File: config.mk
export PLATFORM = sky130hd
export DESIGN_NAME = three_key_short_long_press_detector_top
export DESIGN_NICKNAME = d
export VERILOG_FILES = /design/src/sv/tkp_pkg.sv /design/src/sv/tkp_cfg.sv /design/src/sv/tkp_fsm.sv /design/src/sv/three_key_short_long_press_detector_top.sv
export SDC_FILE = /design/constraint.sdc
export NUM_CORES = 1
export LEC_CHECK = 0
export ABC_AREA = 1
export BUFFER_PORTS_ARGS = -buffer_cell sky130_fd_sc_hd__buf_2
export CAP_MARGIN = 20
export CORE_ASPECT_RATIO = 0.75
export CORE_MARGIN = 1
export CORE_UTILIZATION = 27
export DETAILED_ROUTE_END_ITERATION = 16
export PLACE_DENSITY = 0.47
export SETUP_SLACK_MARGIN = 0.15
export SYNTH_ARGS = -nofsm -noshare
export SYNTH_HDL_FRONTEND = slang
export SYNTH_SLANG_ARGS = --single-unit
File: constraint.sdc
create_clock -name clk -period 2.1 [get_ports clk]
set_input_delay 0.42 -clock clk [delete_from_list [all_inputs] [get_ports clk]]
set_output_delay 0.42 -clock clk [all_outputs]
set_load 0.05 [all_outputs]
File: src/sv/tkp_pkg.sv
// ----------------------------------------------------------------------------
// tkp_pkg
// Shared types and constants for the three-key short/long press detector.
// ----------------------------------------------------------------------------
`default_nettype none

package tkp_pkg;

    localparam int CNT_W   = 4;
    localparam int HOLD_W  = 8;
    localparam int KEY_W   = 2;
    localparam int EVT_W   = 3;
    localparam int CFG_A_W = 2;
    localparam int CFG_D_W = 8;

    localparam logic [CNT_W-1:0]  CNT_MAX  = 4'd15;
    localparam logic [HOLD_W-1:0] HOLD_MAX = 8'd255;

    localparam logic [CNT_W-1:0]  PRESS_DB_RST   = 4'd2;
    localparam logic [CNT_W-1:0]  RELEASE_DB_RST = 4'd2;
    localparam logic [HOLD_W-1:0] LONG_LIMIT_RST = 8'd100;

    localparam logic [CFG_A_W-1:0] REG_PRESS_DB   = 2'd0;
    localparam logic [CFG_A_W-1:0] REG_RELEASE_DB = 2'd1;
    localparam logic [CFG_A_W-1:0] REG_LONG_LIMIT = 2'd2;

    localparam logic [KEY_W-1:0] KEY_NONE = 2'd0;
    localparam logic [KEY_W-1:0] KEY_ONE  = 2'd1;
    localparam logic [KEY_W-1:0] KEY_TWO  = 2'd2;
    localparam logic [KEY_W-1:0] KEY_THREE = 2'd3;

    localparam logic [EVT_W-1:0] EVT_NONE      = 3'd0;
    localparam logic [EVT_W-1:0] EVT_LONG_BASE = 3'd3;

    typedef enum logic [2:0] {
        MODE_LOCK_WAIT  = 3'd0,
        MODE_LOCK_CHECK = 3'd1,
        MODE_ARMED      = 3'd2,
        MODE_PRESS_WAIT = 3'd3,
        MODE_HOLDING    = 3'd4
    } mode_t;

    typedef struct packed {
        logic [CNT_W-1:0]  press_db;
        logic [CNT_W-1:0]  release_db;
        logic [HOLD_W-1:0] long_limit;
    } cfg_t;

    typedef struct packed {
        logic key1;
        logic key2;
        logic key3;
    } keys_t;

endpackage

`default_nettype wire

File: src/sv/tkp_cfg.sv
// ----------------------------------------------------------------------------
// tkp_cfg
// Configuration register file: debounce waits and long press limit.
// ----------------------------------------------------------------------------
`default_nettype none

module tkp_cfg (
    input  wire logic                         clk,
    input  wire logic                         rst_n,
    input  wire logic                         cfg_we,
    input  wire logic [tkp_pkg::CFG_A_W-1:0]  cfg_addr,
    input  wire logic [tkp_pkg::CFG_D_W-1:0]  cfg_data,
    output tkp_pkg::cfg_t                     cfg
);

    tkp_pkg::cfg_t cfg_reg;

    always_ff @(posedge clk or negedge rst_n)
    begin
        if (!rst_n)
        begin
            cfg_reg.press_db   <= tkp_pkg::PRESS_DB_RST;
            cfg_reg.release_db <= tkp_pkg::RELEASE_DB_RST;
            cfg_reg.long_limit <= tkp_pkg::LONG_LIMIT_RST;
        end
        else if (cfg_we)
        begin
            case (cfg_addr)
                tkp_pkg::REG_PRESS_DB:
                    cfg_reg.press_db <= cfg_data[tkp_pkg::CNT_W-1:0];
                tkp_pkg::REG_RELEASE_DB:
                    cfg_reg.release_db <= cfg_data[tkp_pkg::CNT_W-1:0];
                tkp_pkg::REG_LONG_LIMIT:
                    cfg_reg.long_limit <= cfg_data[tkp_pkg::HOLD_W-1:0];
                default:
                    cfg_reg <= cfg_reg;
            endcase
        end
    end

    assign cfg = cfg_reg;

endmodule

`default_nettype wire

File: src/sv/tkp_fsm.sv
// ----------------------------------------------------------------------------
// tkp_fsm
// Scan state machine: key selection, debounce, hold counting, events.
// ----------------------------------------------------------------------------
`default_nettype none

module tkp_fsm (
    input  wire logic                          clk,
    input  wire logic                          rst_n,
    input  wire logic                          step,
    input  wire tkp_pkg::keys_t                keys,
    input  wire tkp_pkg::cfg_t                 cfg,
    output logic [tkp_pkg::EVT_W-1:0]          key_event
);

    tkp_pkg::mode_t                  mode_reg,   mode_next;
    logic [tkp_pkg::KEY_W-1:0]       key_reg,    key_next;
    logic [tkp_pkg::CNT_W-1:0]       dbc_reg,    dbc_next;
    logic [tkp_pkg::HOLD_W-1:0]      hold_reg,   hold_next;

    logic                            all_up;
    logic                            any_down;
    logic                            chosen_down;
    logic [tkp_pkg::KEY_W-1:0]       pick;
    logic [tkp_pkg::CNT_W-1:0]       dbc_inc;
    logic [tkp_pkg::HOLD_W-1:0]      hold_inc;

    always_comb
    begin
        all_up   = keys.key1 & keys.key2 & keys.key3;
        any_down = !all_up;
        if (!keys.key1)
            pick = tkp_pkg::KEY_ONE;
        else if (!keys.key2)
            pick = tkp_pkg::KEY_TWO;
        else
            pick = tkp_pkg::KEY_THREE;
        case (key_reg)
            tkp_pkg::KEY_ONE:   chosen_down = !keys.key1;
            tkp_pkg::KEY_TWO:   chosen_down = !keys.key2;
            tkp_pkg::KEY_THREE: chosen_down = !keys.key3;
            default:            chosen_down = 1'b0;
        endcase
        dbc_inc  = (dbc_reg < tkp_pkg::CNT_MAX) ? dbc_reg + 1'b1 : dbc_reg;
        hold_inc = (hold_reg < tkp_pkg::HOLD_MAX) ? hold_reg + 1'b1 : hold_reg;
    end

    // next state
    always_comb
    begin
        mode_next = mode_reg;
        key_next  = key_reg;
        dbc_next  = dbc_reg;
        hold_next = hold_reg;
        case (mode_reg)
            tkp_pkg::MODE_ARMED:
            begin
                if (any_down)
                begin
                    key_next = pick;
                    dbc_next = '0;
                    if (cfg.press_db == '0)
                    begin
                        hold_next = '0;
                        mode_next = tkp_pkg::MODE_HOLDING;
                    end
                    else
                        mode_next = tkp_pkg::MODE_PRESS_WAIT;
                end
            end
            tkp_pkg::MODE_PRESS_WAIT:
            begin
                dbc_next = dbc_inc;
                if (dbc_inc >= cfg.press_db)
                begin
                    if (chosen_down)
                    begin
                        hold_next = '0;
                        mode_next = tkp_pkg::MODE_HOLDING;
                    end
                    else
                        mode_next = tkp_pkg::MODE_ARMED;
                end
            end
            tkp_pkg::MODE_HOLDING:
            begin
                if (!chosen_down)
                    mode_next = tkp_pkg::MODE_LOCK_WAIT;
                else
                begin
                    hold_next = hold_inc;
                    if (hold_inc > cfg.long_limit)
                        mode_next = tkp_pkg::MODE_LOCK_WAIT;
                end
            end
            tkp_pkg::MODE_LOCK_CHECK:
            begin
                dbc_next = dbc_inc;
                if (dbc_inc >= cfg.release_db)
                    mode_next = all_up ? tkp_pkg::MODE_ARMED : tkp_pkg::MODE_LOCK_WAIT;
            end
            default:
            begin
                mode_next = tkp_pkg::MODE_LOCK_WAIT;
                if (all_up)
                begin
                    dbc_next = '0;
                    if (cfg.release_db == '0)
                        mode_next = tkp_pkg::MODE_ARMED;
                    else
                        mode_next = tkp_pkg::MODE_LOCK_CHECK;
                end
            end
        endcase
    end

    // outputs
    always_comb
    begin
        key_event = tkp_pkg::EVT_NONE;
        case (mode_reg)
            tkp_pkg::MODE_HOLDING:
            begin
                if (!chosen_down)
                    key_event = {1'b0, key_reg};
                else if (hold_inc > cfg.long_limit)
                    key_event = {1'b0, key_reg} + tkp_pkg::EVT_LONG_BASE;
            end
            default:
                key_event = tkp_pkg::EVT_NONE;
        endcase
    end

    always_ff @(posedge clk or negedge rst_n)
    begin
        if (!rst_n)
        begin
            mode_reg <= tkp_pkg::MODE_LOCK_WAIT;
            key_reg  <= tkp_pkg::KEY_NONE;
            dbc_reg  <= '0;
            hold_reg <= '0;
        end
        else if (step)
        begin
            mode_reg <= mode_next;
            key_reg  <= key_next;
            dbc_reg  <= dbc_next;
            hold_reg <= hold_next;
        end
    end

endmodule

`default_nettype wire

File: src/sv/three_key_short_long_press_detector_top.sv
// ----------------------------------------------------------------------------
// three_key_short_long_press_detector_top
// Three-key short/long press detector with stream channels.
//
// Each input transfer is one 10 ms tick carrying three active-low key levels
// (s_tdata bit 0..2 = key 1..3). Each tick yields exactly one output transfer
// with key_event in m_tdata[2:0]: 0 none, 1-3 short press, 4-6 long press.
// A tick is first captured in the input register; the scan logic then writes
// its event into the output register, which drives output valid, once that
// register is free. Throughput is one tick per cycle while the receiver
// keeps m_tready high; the scan state advances as a tick moves from the
// input register to the output register.
// When the receiver stalls, the output register holds its result and the
// input register still takes one more tick; s_tready drops only when both
// are full and m_tready is low.
// Configuration writes (cfg_we, cfg_addr, cfg_data) take effect on the next
// edge; write them only while no ticks are in flight.
// Reset empties both registers, loads default waits (2, 2) and limit 100,
// and starts locked, waiting for all keys released.
// ----------------------------------------------------------------------------
`default_nettype none

module three_key_short_long_press_detector_top (
    input  wire logic                          clk,
    input  wire logic                          rst_n,
    input  wire logic                          s_tvalid,
    output logic                               s_tready,
    input  wire logic [7:0]                    s_tdata,   // key1_level, key2_level, key3_level
    output logic                               m_tvalid,
    input  wire logic                          m_tready,
    output logic [7:0]                         m_tdata,   // key_event
    input  wire logic                          cfg_we,
    input  wire logic [tkp_pkg::CFG_A_W-1:0]   cfg_addr,
    input  wire logic [tkp_pkg::CFG_D_W-1:0]   cfg_data
);

    tkp_pkg::cfg_t                  cfg;
    tkp_pkg::keys_t                 keys_reg;
    logic                           in_valid_reg;
    logic                           out_valid_reg;
    logic [tkp_pkg::EVT_W-1:0]      event_reg;
    logic [tkp_pkg::EVT_W-1:0]      event_next;
    logic                           out_free;
    logic                           advance;

    assign out_free = !out_valid_reg || m_tready;
    assign advance  = in_valid_reg && out_free;
    assign s_tready = !in_valid_reg || out_free;

    tkp_cfg u_cfg (
        .clk      (clk),
        .rst_n    (rst_n),
        .cfg_we   (cfg_we),
        .cfg_addr (cfg_addr),
        .cfg_data (cfg_data),
        .cfg      (cfg)
    );

    tkp_fsm u_fsm (
        .clk       (clk),
        .rst_n     (rst_n),
        .step      (advance),
        .keys      (keys_reg),
        .cfg       (cfg),
        .key_event (event_next)
    );

    always_ff @(posedge clk or negedge rst_n)
    begin
        if (!rst_n)
        begin
            in_valid_reg  <= 1'b0;
            out_valid_reg <= 1'b0;
        end
        else
        begin
            if (s_tready)
                in_valid_reg <= s_tvalid;
            if (out_free)
                out_valid_reg <= in_valid_reg;
        end
    end

    always_ff @(posedge clk)
    begin
        if (s_tvalid && s_tready)
        begin
            keys_reg.key1 <= s_tdata[0];
            keys_reg.key2 <= s_tdata[1];
            keys_reg.key3 <= s_tdata[2];
        end
        if (advance)
            event_reg <= event_next;
    end

    assign m_tvalid = out_valid_reg;
    assign m_tdata  = {{(8 - tkp_pkg::EVT_W){1'b0}}, event_reg};

endmodule

`default_nettype wire

======== Yosys cells after proc, flatten, opt, wreduce, memory -nomap -nowiden ========
Cells that the tools add are included.
cells by class
  $add $sub $neg .......................... 3
  multiply operators ...................... 0
  divide/modulo/power cells ............... 0
  order comparisons ....................... 5
  eq/ne operators ......................... 16
  shift operators ......................... 0
  multiplexer cells ....................... 27
  bitwise logic cells ..................... 4
  reduce and logical (&&, ||, !) cells .... 23
operators with widths
  operator                                              number
  2-to-1 mux 8 bit                                      6
  2-to-1 mux 3 bit                                      8
  one-hot mux 8 bit (3 select lines)                    1
  2-to-1 mux 4 bit                                      3
  one-hot mux 3 bit (4 select lines)                    1
  one-hot mux 4 bit (3 select lines)                    1
  2-to-1 mux 2 bit                                      5
  != test 2 x 1 -> 1 bit (second input constant)        5
  adder 8 x 1 -> 8 bit (second input constant)          1
  greater-or-equal comparator 4 bit                     2
  > comparator 8 bit                                    1
  logical NOT 4 bit                                     2
  < comparator 8 bit (second input constant)            1
  AND reduction 7 bit                                   1
  equality test 2 bit (second input constant)           3
  equality test 3 x 2 -> 1 bit (second input constant)  2
  AND reduction 2 bit                                   3
  AND reduction 3 bit                                   2
  nonzero test 3 bit                                    2
  logical NOT 1 bit                                     5
  AND reduction 5 bit                                   1
  adder 4 x 1 -> 4 bit (second input constant)          1
  equality test 2 x 1 -> 1 bit (second input constant)  2
  < comparator 4 bit (second input constant)            1
  other kinds (14)                                      18
word-level totals
  bits in registers ....................... 41
  bits in latches ......................... 0
  memory bits (writable) .................. 0
  memory bits (read-only) ................. 0
  output and inout bits ................... 10
  memories ................................ 0

======== Logic depth before layout (Yosys ltp) ========
  depth after elaboration ................. 6
  depth in mapped cells ................... 20
  gate-level depth less buffers ........... 19

======== Modules after synthesis ========
A second synthesis with hierarchy kept.
second synthesis, totals
  cells, all modules ...................... 365
  area total of the unflattened synthesis .. 2,753.9 sq um
modules (own cells, without submodules)
  module                                   times used  cells each  area an instance (sq um)
  tkp_fsm                                  1           268         1,762.9
  tkp_cfg                                  1           73          674.4
  three_key_short_long_press_detector_top  1           24          316.6

======== Least setup slack after synthesis ========
No wires, ideal clock.
  path kind ............................... reg2reg
  start ................................... register u_fsm.hold_reg[1] in the netlist's numbering
  end ..................................... register event_reg[1] in the netlist's numbering, data pin
  library setup time ...................... 261 ps
  data arrival time ....................... 1,965 ps
  required time ........................... 1,839 ps
  path slack .............................. -126 ps
  cell stages (with the launch flop) ...... 19
  period minus slack after synthesis ...... 2,226 ps
  cell sequence ........................... dfrtp_1 ha_1 nand2_1 nor2_4 nand2_2 buf_6 o21ai_2 inv_1 ha_1 nand2_1 nand2_1 nand2_1 nand2_1 nand2_1 nand2_1 nand2_1 nor2_1 nand2_1 o21ai_0
on the way
  word-level cells in the longest chain between the ends .. 5
ends and longest elaborated chain
  item                                                               RTL line                                       RTL
  from (decl)                                                        tkp_fsm.sv:19                                  logic [tkp_pkg::HOLD_W-1:0] hold_reg, hold_next;
  from (signal assigned)                                             tkp_fsm.sv:148                                 hold_reg <= hold_next;
  adder 8 x 1 -> 8 bit / < comparator 8 bit (equally long branches)  tkp_fsm.sv:45                                  hold_inc = (hold_reg < tkp_pkg::HOLD_MAX) ? hold_reg + 1'b1 : hold_reg;
  2-to-1 mux 8 bit (*)                                               tkp_fsm.sv:45
  > comparator 8 bit (*)                                             tkp_fsm.sv:126                                 else if (hold_inc > cfg.long_limit)
  2-to-1 mux 2 bit (*)                                               tkp_fsm.sv:126
  2-to-1 mux 2 bit (*)                                               tkp_fsm.sv:124                                 if (!chosen_down)
  to (signal assigned)                                               three_key_short_long_press_detector_top.sv:93  event_reg <= event_next;
  to (decl)                                                          three_key_short_long_press_detector_top.sv:41  logic [tkp_pkg::EVT_W-1:0] event_reg;
Every way passes the cells marked *; elsewhere a longest branch is shown, timed or not.
A chain may end at the register's enable or synchronous reset.

======== Worst setup path in the final report ========
  start ................................... register u_fsm.hold_reg[0] in the netlist's numbering
  end ..................................... register event_reg[1] in the netlist's numbering, data pin
Same word-level chain as after synthesis.

==> summary.md <==
| Metric | Value |
|---|---|
| Crit. End Element | register |
| Syn Std Cell Area | 0.002701 mm2 |
| Synth Register Bits | 41 |
| Slowest CP cell | dfrtp_1 |
| Synth Area in Compound Gates | 0.07920 |
| Violated checks | setup timing |
| Top-area cell type share of the netlist area | 0.2779 |
| CTS Sinks | 41 |
| DRT antenna net count | 0 |
| Hold violation count in the final report | 0 |
| CP bufs+invs | 0 |
| Tmin final | 2.317 ns |
| Clock transition at path regs | 0.06 ns |
| Peak supply drop | 0.0003145 V |
| Maximum root-to-sink buffer count | 2 |
| First-pass GRT wire length | 9.963 mm |
| Final Util | 0.3739 |
| Placed instance count | 530 |
| RePlAce Congestion | 0.7316 |
| Initial Util | 0.2786 |
| Unrepaired setup endpoints after global routing | true |
| Synth warnings | 0 |
| Port Buffers | 22 |
| DRC | 0 |
| Max FFs per register | 16 |
| Slowest stage delay, CP | 0.40 ns |
| Number of global-route vias before repair | 2,076 |
| Setup slack after layout | -0.2166 ns |
| GRT Resource Usage Total | 0.1218 |
| Nets@finish | 459 |
| Post-synthesis adder-cell area fraction | 0.1065 |
| I/O pins | 33 |
| Final setup fails | 12 |
| Root Buffer | clkbuf_16 |
| Seq/Total Area, Yosys | 0.3932 |
| Hold crit path type | input port to asynchronous set/reset pin |
| Leak Pwr | 1.818 nW |
| Avg WL per Cell | 11.04 um |
| Kind of critical path | register to register |
| Final Cycle Share | 1.103 |
| Largest net degree at the start of global routing | 25 |
| Overflow after GRT | 0 |
| Die area | 0.01041 mm2 |
| Starting DRT DRC Count | 137 |
| Most common cell after layout, fill and taps aside | nand2_1 |
| Cells after Synth | 354 |
| Number of slew-limit violations in the final report | 0 |
| DRT Pass-1 Iters | 4 |
| Largest family of logic cells by synthesized area | simple AND/OR/NAND/NOR gates |
| DR vias | 2,283 |
| # rows | 31 |
| Simple-Gate Fraction of Synth Area | 0.2992 |
| Initial antenna violation count | 0 |
| Final HPWL DP | 4.542 mm |
| Die width | 117.5 um |
| Total wire length | 6.030 mm |
| Cell family with most CP delay | simple AND/OR/NAND/NOR gates |
| Run status | finished, violations left |
| Via density | 4.181 |
| Synth cell types | 31 |
| Die Y | 88.63 um |
| Core area | 0.009697 mm2 |
| Fmax | 0.4317 GHz |
| Skew final | 0.01047 ns |
| Reg2reg setup slack | -0.22 ns |
| Count of non-filler cells in the finished layout | 546 |
| Maximum fanout along the worst path | 6 |
| Most frequent cells in the layout | nand2_1, inv_1, dfrtp_1, buf_4, nor2_1 |
| Cell taking the most area after synthesis | dfrtp_1 |
| Critical path launch point type | register |
| Max transition margin | 0.6095 |
| Worst slew pin tran | 0.5858 ns |
| Power Density | 818.3 mW/mm2 |
| Cells along the critical path | ha_2 > nand2_2 > nor2_4 > nand2_4 > nand2_2 > nor2_2 > nor2_1 > ha_1 > nand2_1 > nor2_4 > nand4_1 > nand2_4 > nor2_1 > nand2_1 > o21ai_1 |
| Multiplexer area fraction after synthesis | 0 |
| CTS tree | done |
| Synth area leaders | dfrtp_1, nand2_1, ha_1, inv_1, edfxtp_1 |
| Final instance area | 0.003626 mm2 |
| Synth Area in XOR/XNOR | 0.01621 |
| Htree depth | 2 |
| Ant diodes | 0 |
| Pre-CTS setup slack | -0.2542 ns |
| Synth-to-layout area growth | 34.23% |
| Maxcap violations | 0 |
| Layout cells sized above 1 | 0.3164 |
| Worst skew pair latency | 0.29 ns |
| DP Area | 0.003136 mm2 |
| Avg Cell Area, Syn | 7.631 um2 |
| Critical path data arrival time | 2.36 ns |
| Inserted Clock Buffers | 5 |
| CP Data Required Time | 2.14 ns |
## cell families after synthesis
kind of cell    count (synthesis)
other cells                     1
buf+inv                        66
xor+xnor                        5
simple gates                  179
fa+ha+maj                      23
compound gates                 39
flops                          41
## metal layers
metal	share of wire	track usage	routed length [um]	vias up
met3	0.034	0.03351	205	2
met5	0	0	0	-
met4	0.0020	0.03147	12	0
li1	-	-	-	1238
met2	0.40	0.1737	2420	36
met1	0.56	0.1792	3392	1007
## through the flow
stage	power, W	hold slack [ns]	setup TNS [ns]
floorplan	0.001677	0.1244	-0.4482
global placement	0.001944	0.4551	-1.968
detailed placement	0.001958	0.4601	-1.954
CTS	0.002881	0.1505	-0.8598
global route	0.003192	0.1719	-3.110
finish	0.002967	0.1313	-1.164
## worst register-to-register path, cell delays in order (launching register included)
cell	delay, ns
dfrtp_1	0.40
ha_2	0.20
nand2_2	0.09
nor2_4	0.06
nand2_4	0.12
nand2_2	0.06
nor2_2	0.11
nor2_1	0.07
ha_1	0.29
nand2_1	0.08
nor2_4	0.12
nand4_1	0.18
nand2_4	0.15
nor2_1	0.05
nand2_1	0.05
o21ai_1	0.05
## final cells by class
type / count / area, um2
timing repair inverter: 1 / 7.507
timing repair buffer: 55 / 387.9
clock inverter: 1 / 5.005
clock buffer: 7 / 153.9
multi-input combinational: 251 / 1624
sequential: 41 / 1062
tap: 132 / 165.2
inverter: 58 / 220.2
fill: 1033 / 6071
## cell usage after synthesis, drive strengths merged
cell type  instances
a21o               1
a21oi             13
a22oi              1
buf                7
clkbuf             1
conb               1
dfrtp             30
dfstp              5
edfxtp             6
ha                23
inv               58
nand2            106
nand3             32
nand4              6
nor2              32
nor3               2
nor4               1
o21ai             22
o31ai              2
xnor2              4
xor2               1
## power by group
group          internal, W  total, W  switching, W
sequential        0.000935   0.00103     0.0000921
clock             0.000511  0.000825      0.000314
combinational     0.000459   0.00111      0.000656
## final timing paths
path	start	endpoint	depth (start not counted)
hold reg to reg	u_cfg.cfg[10]	u_cfg.cfg[10]	2
setup reg to reg	u_fsm.hold_reg[0]	event_reg[1]	15
min in group clk	s_tdata[2]	keys_reg[0]	1
max in group asynchronous	rst_n	u_cfg.cfg[2]	2
setup / recovery	u_fsm.hold_reg[0]	event_reg[1]	15
hold / removal	rst_n	u_cfg.cfg[4]	1
## timing repair
action,in CTS,in global routing
cloned,1,0
endpoints found under the hold margin,0,0
buffers inserted,2,5
resized for setup,36,26
hold buffers,0,0
endpoints found under the setup margin,14,14
pin swaps,25,10
Power figures use the tool's default switching activity.
